File: config.mk
export PLATFORM = sky130hd
export DESIGN_NAME = xoshiro256ss_generator
export DESIGN_NICKNAME = d
export VERILOG_FILES = /design/src/hdl/xs_pkg.sv /design/src/hdl/xs_mul64.sv /design/src/hdl/xoshiro256ss_generator.sv
export SDC_FILE = /design/constraint.sdc
export NUM_CORES = 2
export LEC_CHECK = 0
export BUFFER_PORTS_ARGS = -buffer_cell sky130_fd_sc_hd__buf_4
export CAP_MARGIN = 5
export CORE_ASPECT_RATIO = 1.4
export CORE_UTILIZATION = 40
export DETAILED_ROUTE_END_ITERATION = 6
export PLACE_DENSITY = 0.59
export SLEW_MARGIN = 20
export SYNTH_ARGS = -nofsm -noshare
export SYNTH_HDL_FRONTEND = slang
export SYNTH_HIERARCHICAL = 1
export SYNTH_SLANG_ARGS = --single-unit
File: constraint.sdc
create_clock -name clk -period 28.4 [get_ports clk]
set_input_delay 2.84 -clock clk [delete_from_list [all_inputs] [get_ports clk]]
set_output_delay 2.84 -clock clk [all_outputs]
set_load 0.03 [all_outputs]
File: src/hdl/xs_pkg.sv
// ----------------------------------------------------------------------------
// xs_pkg
// Shared constants and helpers for the xoshiro256** generator with SplitMix64
// seeding.
// ----------------------------------------------------------------------------
package xs_pkg;

  localparam int WORD_W     = 64;
  localparam int HALF_W     = WORD_W / 2;
  localparam int WORD_COUNT = 4;
  localparam int IDX_W      = $clog2(WORD_COUNT);

  localparam logic [WORD_W-1:0] GOLDEN_STEP = 64'h9e3779b97f4a7c15;
  localparam logic [WORD_W-1:0] MIX_MUL_A   = 64'hbf58476d1ce4e5b9;
  localparam logic [WORD_W-1:0] MIX_MUL_B   = 64'h94d049bb133111eb;

  localparam int MIX_SHIFT_A = 30;
  localparam int MIX_SHIFT_B = 27;
  localparam int MIX_SHIFT_C = 31;
  localparam int XO_SHIFT    = 17;
  localparam int XO_ROT      = 45;
  localparam int SS_ROT      = 7;
  localparam int SS_MUL5_SH  = 2;
  localparam int SS_MUL9_SH  = 3;

  localparam logic KIND_SEED = 1'b0;
  localparam logic KIND_DRAW = 1'b1;

  typedef logic [WORD_W-1:0] word_t;

  function automatic word_t rotl64(input word_t v, input int unsigned amt);
    return (v << amt) | (v >> (WORD_W - amt));
  endfunction

endpackage

File: src/hdl/xs_mul64.sv
// ----------------------------------------------------------------------------
// xs_mul64
// Iterative 64x64 multiplier, low 64 bits of the product, built on one
// 32x32 multiplier used in turn for three partial products.
// ----------------------------------------------------------------------------
module xs_mul64
  import xs_pkg::*;
(
  input  logic  clk,
  input  logic  rst_n,
  input  logic  start,
  input  word_t op_a,
  input  word_t op_b,
  output logic  done,
  output word_t prod
);

  localparam logic [1:0] STEP_LL = 2'd0;
  localparam logic [1:0] STEP_LH = 2'd1;
  localparam logic [1:0] STEP_HL = 2'd2;

  logic              busy_r, busy_nxt;
  logic              done_r, done_nxt;
  logic [1:0]        step_r, step_nxt;
  word_t             a_r, a_nxt;
  word_t             b_r, b_nxt;
  word_t             acc_r, acc_nxt;
  logic [HALF_W-1:0] mx, my;
  word_t             pp;

  always_comb begin
    mx = a_r[HALF_W-1:0];
    my = b_r[HALF_W-1:0];
    unique case (step_r)
      STEP_LL: begin
        mx = a_r[HALF_W-1:0];
        my = b_r[HALF_W-1:0];
      end
      STEP_LH: begin
        mx = a_r[HALF_W-1:0];
        my = b_r[WORD_W-1:HALF_W];
      end
      STEP_HL: begin
        mx = a_r[WORD_W-1:HALF_W];
        my = b_r[HALF_W-1:0];
      end
      default: begin
        mx = '0;
        my = '0;
      end
    endcase
    pp = WORD_W'(mx) * WORD_W'(my);
  end

  always_comb begin
    busy_nxt = busy_r;
    done_nxt = 1'b0;
    step_nxt = step_r;
    a_nxt    = a_r;
    b_nxt    = b_r;
    acc_nxt  = acc_r;
    if (start) begin
      a_nxt    = op_a;
      b_nxt    = op_b;
      step_nxt = STEP_LL;
      busy_nxt = 1'b1;
    end else if (busy_r) begin
      unique case (step_r)
        STEP_LL: begin
          acc_nxt  = pp;
          step_nxt = STEP_LH;
        end
        STEP_LH: begin
          acc_nxt[WORD_W-1:HALF_W] = acc_r[WORD_W-1:HALF_W] + pp[HALF_W-1:0];
          step_nxt = STEP_HL;
        end
        STEP_HL: begin
          acc_nxt[WORD_W-1:HALF_W] = acc_r[WORD_W-1:HALF_W] + pp[HALF_W-1:0];
          busy_nxt = 1'b0;
          done_nxt = 1'b1;
        end
        default: begin
          busy_nxt = 1'b0;
        end
      endcase
    end
  end

  always_ff @(posedge clk) begin
    if (!rst_n) begin
      busy_r <= 1'b0;
      done_r <= 1'b0;
      step_r <= STEP_LL;
    end else begin
      busy_r <= busy_nxt;
      done_r <= done_nxt;
      step_r <= step_nxt;
    end
    a_r   <= a_nxt;
    b_r   <= b_nxt;
    acc_r <= acc_nxt;
  end

  assign done = done_r;
  assign prod = acc_r;

endmodule

File: src/hdl/xoshiro256ss_generator.sv
// ----------------------------------------------------------------------------
// xoshiro256ss_generator
// xoshiro256** pseudo-random word generator with SplitMix64 seeding.
// ----------------------------------------------------------------------------
// A transaction with in_tuser = 1 draws one 64-bit word; one with in_tuser = 0
// reseeds from in_tdata and returns nothing. A draw forms its result in two
// 64-bit shift-add steps and writes it to the result register; it waits in
// its last step while the previous result is not yet taken. A reseed runs
// four SplitMix64 rounds on the shared iterative multiplier, which forms each
// 64-bit constant product from three 32x32 partial products. in_tready stays
// low while an item is in work, so the next transaction is taken only once
// the last one is through. Before any reseed every draw returns zero.
module xoshiro256ss_generator
  import xs_pkg::*;
(
  input  logic        clk,
  input  logic        rst_n,
  input  logic        in_tvalid,
  output logic        in_tready,
  input  logic [63:0] in_tdata,   // [63:0] seed
  input  logic [0:0]  in_tuser,   // [0] kind
  output logic        out_tvalid,
  input  logic        out_tready,
  output logic [63:0] out_tdata   // [63:0] random_value
);

  localparam logic [2:0] ST_IDLE   = 3'd0;
  localparam logic [2:0] ST_MIX    = 3'd1;
  localparam logic [2:0] ST_WAIT_A = 3'd2;
  localparam logic [2:0] ST_WAIT_B = 3'd3;
  localparam logic [2:0] ST_DRAW_A = 3'd4;
  localparam logic [2:0] ST_DRAW_B = 3'd5;

  logic [2:0]       state_r, state_nxt;
  logic [IDX_W-1:0] idx_r, idx_nxt;
  word_t            cnt_r, cnt_nxt;
  word_t            tmp_r, tmp_nxt;
  word_t            words_r [WORD_COUNT];
  word_t            words_nxt [WORD_COUNT];
  logic             out_valid_r, out_valid_nxt;
  word_t            out_data_r, out_data_nxt;

  logic  mul_start;
  word_t mul_a;
  word_t mul_b;
  logic  mul_done;
  word_t mul_prod;

  xs_mul64 u_mul (
    .clk   (clk),
    .rst_n (rst_n),
    .start (mul_start),
    .op_a  (mul_a),
    .op_b  (mul_b),
    .done  (mul_done),
    .prod  (mul_prod)
  );

  assign in_tready = (state_r == ST_IDLE);

  always_comb begin
    word_t sum;
    word_t rot;
    word_t t2;
    word_t t3;
    state_nxt     = state_r;
    idx_nxt       = idx_r;
    cnt_nxt       = cnt_r;
    tmp_nxt       = tmp_r;
    words_nxt     = words_r;
    out_valid_nxt = out_valid_r & ~out_tready;
    out_data_nxt  = out_data_r;
    mul_start     = 1'b0;
    mul_a         = '0;
    mul_b         = '0;
    sum           = cnt_r + GOLDEN_STEP;
    rot           = rotl64(tmp_r, SS_ROT);
    t2            = words_r[2] ^ words_r[0];
    t3            = words_r[3] ^ words_r[1];
    unique case (state_r)
      ST_IDLE: begin
        if (in_tvalid) begin
          if (in_tuser[0] == KIND_DRAW) begin
            state_nxt = ST_DRAW_A;
          end else begin
            cnt_nxt   = in_tdata;
            idx_nxt   = '0;
            state_nxt = ST_MIX;
          end
        end
      end
      ST_MIX: begin
        cnt_nxt   = sum;
        mul_start = 1'b1;
        mul_a     = sum ^ (sum >> MIX_SHIFT_A);
        mul_b     = MIX_MUL_A;
        state_nxt = ST_WAIT_A;
      end
      ST_WAIT_A: begin
        if (mul_done) begin
          mul_start = 1'b1;
          mul_a     = mul_prod ^ (mul_prod >> MIX_SHIFT_B);
          mul_b     = MIX_MUL_B;
          state_nxt = ST_WAIT_B;
        end
      end
      ST_WAIT_B: begin
        if (mul_done) begin
          words_nxt[idx_r] = mul_prod ^ (mul_prod >> MIX_SHIFT_C);
          if (idx_r == IDX_W'(WORD_COUNT - 1)) begin
            state_nxt = ST_IDLE;
          end else begin
            idx_nxt   = idx_r + 1'b1;
            state_nxt = ST_MIX;
          end
        end
      end
      ST_DRAW_A: begin
        tmp_nxt   = words_r[1] + (words_r[1] << SS_MUL5_SH);
        state_nxt = ST_DRAW_B;
      end
      ST_DRAW_B: begin
        if (!out_valid_r || out_tready) begin
          out_data_nxt  = rot + (rot << SS_MUL9_SH);
          out_valid_nxt = 1'b1;
          words_nxt[0]  = words_r[0] ^ t3;
          words_nxt[1]  = words_r[1] ^ t2;
          words_nxt[2]  = t2 ^ (words_r[1] << XO_SHIFT);
          words_nxt[3]  = rotl64(t3, XO_ROT);
          state_nxt     = ST_IDLE;
        end
      end
      default: begin
        state_nxt = ST_IDLE;
      end
    endcase
  end

  always_ff @(posedge clk) begin
    if (!rst_n) begin
      state_r     <= ST_IDLE;
      idx_r       <= '0;
      out_valid_r <= 1'b0;
      cnt_r       <= '0;
      for (int i = 0; i < WORD_COUNT; i++) begin
        words_r[i] <= '0;
      end
    end else begin
      state_r     <= state_nxt;
      idx_r       <= idx_nxt;
      out_valid_r <= out_valid_nxt;
      cnt_r       <= cnt_nxt;
      words_r     <= words_nxt;
    end
    tmp_r      <= tmp_nxt;
    out_data_r <= out_data_nxt;
  end

  assign out_tvalid = out_valid_r;
  assign out_tdata  = out_data_r;

endmodule

==> results.sh <==
export IMPL_holdCritPathClass="reg -> reg"
export IMPL_grt_max_degree=108
export IMPL_postCtsSetupRepairBufs=0
export IMPL_rsz0062_at_grt="no"
export IMPL_synthesis_area_sq_um=71400
export IMPL_place_area_sq_um=74600
export IMPL_io_pins=135
export IMPL_crit_type="reg -> reg"
export IMPL_area_growth_syn_to_layout_pct=7.74
export IMPL_clockBufferDepth=3
export IMPL_async_flop_share=0
export IMPL_setup_viol=0
export IMPL_htree_levels=3
export IMPL_avgViaCountPerCell=5.81
export IMPL_initial_core_util=0.402
export IMPL_nets=9350
export IMPL_cts_hold_buf=0
export IMPL_yosysWarnings=6
export IMPL_io_buffers=134
export IMPL_numCtsBuffers=68
export IMPL_cpMaxStageDelayCell="clkinv_1"
export IMPL_drc=0
export IMPL_fmax_mhz=84.9
export IMPL_drtPass1Iterations=6
export IMPL_path_buf_inv=7
export IMPL_critPathCaptureType="register"
export IMPL_worstPathMaxFanout=61
export IMPL_fillCellCount=17300
export IMPL_cts_clk_slew_worst_paths_ps=70
export IMPL_crit_family="adder cells"
export IMPL_cts_sinks=650
export IMPL_drive_gt1_frac=0.0643
export IMPL_synth_avg_cell_area_sq_um=8.80
export IMPL_final_area_sq_um=76900
export IMPL_most_common_layout_cells="inv_1 (949), nand2_1 (941), fa_1 (899), nor2_1 (850), a21oi_1 (485)"
export IMPL_arrival_ps=12200
export IMPL_postCtsResizedCells=0
export IMPL_place_gp_congestion=0.949
export IMPL_slew_headroom=0.195
export IMPL_ys_seq_area_frac=0.227
export IMPL_final_core_util=0.433
export IMPL_min_period_ps=11780
export IMPL_wl_mm=256
export IMPL_hold_viol=0
export IMPL_dp_cells=10200
export IMPL_dp_hpwl_mm=193
export IMPL_fin_setup_tns_ps=0
export IMPL_num_rows=183
export IMPL_antenna_found_initial=5
export IMPL_grt_remaining_overflow=0
export IMPL_avgRoutedWirePerCell_um=24.7
export IMPL_cts_tree="built"
export IMPL_slew_viol_final=0
export IMPL_fin_crit_sh=0.415
export IMPL_cpMostUsedCell="fa_1"
export IMPL_synthFlopType="dfxtp_1"
export IMPL_status="complete, no violations"
export IMPL_num_vias=60000
export IMPL_synth_edff_count=320
export IMPL_track_usage=0.282
export IMPL_required_ps=28820
export IMPL_fin_skew_ps=26.5
export IMPL_grt_pass1_vias=60500
export IMPL_drtIter0Drc=4673
export IMPL_netlist_instances=8114
export IMPL_finalNonFillerCells=10300
export IMPL_coreArea_sq_um=177000
export IMPL_multiInputGateArea_sq_um=49900
export IMPL_ff_latch_area_sq_um=16200
export IMPL_slowest_delay_ps=870
export IMPL_grt_pass1_wl_mm=383
export IMPL_die_area_sq_um=180000
export IMPL_dieWidth_um=359
export IMPL_root_buffer="clkbuf_16"
export IMPL_die_h_um=502
export IMPL_ys_ff_latch=650
export IMPL_ant_nets=0
export IMPL_yosysUniqueCellTypes=105
export IMPL_cp_start_kind="register"
export IMPL_maxCapViolations=0
export IMPL_worst_pin_slew_ps=1210
export IMPL_layout_commonest_cell="inv_1"
export IMPL_clk_latency_ps=670
## sequential cells by signal, summed over array words and instances (netlist names)
signal and flops:
u_mul/prod 64, words_r 256, state_r 3, u_mul/a_r 64, u_mul/b_r 64, idx_r 2
u_mul/done 1, out_tvalid 1, u_mul/busy_r 1, tmp_r 64, cnt_r 64, out_tdata 64
u_mul/step_r 2
## worst reg2reg max path, delay by kind of cell (launching register included)
kind	cells	cell delay (ps)
AO/OA/AOI/OAI	11	2940
flip-flops	1	380
buffers and inverters	7	1700
AND/OR/NAND/NOR	8	1070
adder cells (fa/ha/maj)	11	4860
XOR/XNOR	2	590
## per-layer routing
| metal | track usage | vias up | part of all wire |
|---|---|---|---|
| li1 | - | 26700 | - |
| met3 | 0.0366 | 641 | 0.065 |
| met4 | 0.174 | 4 | 0.072 |
| met2 | 0.482 | 2433 | 0.49 |
| met5 | 0 | - | 0.00011 |
| met1 | 0.336 | 30200 | 0.38 |
## cell usage after synthesis (all sizes together) (62+ instances only)
| library cell | count | area [sq um] |
|---|---|---|
| dfxtp | 330 | 6610 |
| a21oi | 491 | 2480 |
| xor2 | 285 | 2500 |
| edfxtp | 320 | 9610 |
| ha | 425 | 5320 |
| a22oi | 121 | 908 |
| nand3 | 228 | 1160 |
| o22ai | 90 | 563 |
| inv | 952 | 3570 |
| clkbuf | 455 | 1710 |
| o21ai | 368 | 1860 |
| a21o | 113 | 848 |
| nor3 | 62 | 315 |
| fa | 899 | 18000 |
| nand2 | 943 | 3540 |
| a211oi | 84 | 631 |
| nor2 | 875 | 3280 |
| o221ai | 82 | 724 |
| xnor2 | 248 | 2170 |
## path summary, 6_finish.rpt
path                           startpoint                        end  slack (ps)  cells past startpoint
max          u_mul/step_r[1]$_SDFFE_PP0P_   u_mul/prod[61]$_DFFE_PP_       16620                     39
min             words_r[192]$_SDFFE_PN0P_  words_r[192]$_SDFFE_PN0P_         480                      2
max reg2reg  u_mul/step_r[1]$_SDFFE_PP0P_   u_mul/prod[61]$_DFFE_PP_       16620                     39
min reg2reg     words_r[192]$_SDFFE_PN0P_  words_r[192]$_SDFFE_PN0P_         480                      2
## final cells by class
class	instances	area share
Antenna cell	4	0.000130
Clock inverter	29	0.00410
Multi-Input combinational cell	6009	0.649
Sequential cell	650	0.211
Clock buffer	93	0.0249
Inverter	954	0.0466
Tap cell	2312	0.0376
Timing Repair Buffer	274	0.0270
## stage by stage
stage          setup WS (ps)  hold slack (ps)
2_1_floorplan          18550              433
3_3_place_gp           17000              463
3_5_place_dp           16890              467
4_1_cts                16880              477
5_1_grt                16120              493
6_report               16620              478
## cells by family (layout without fill, tap and decap cells)
family,after synthesis,after routing,share of synthesized area
compound gates,1753,1753,0.161
xor+xnor,533,533,0.0654
fa+ha+maj,1324,1324,0.327
buf+inv,1470,1350,0.0775
flops,650,650,0.227
mux,6,6,0.000842
other cells,1,20,0.0000525
simple gates,2377,2377,0.141
Power is left out: the tool's default activity adds up to more than one toggle a clock period on the data nets, which glitch-free logic cannot reach.
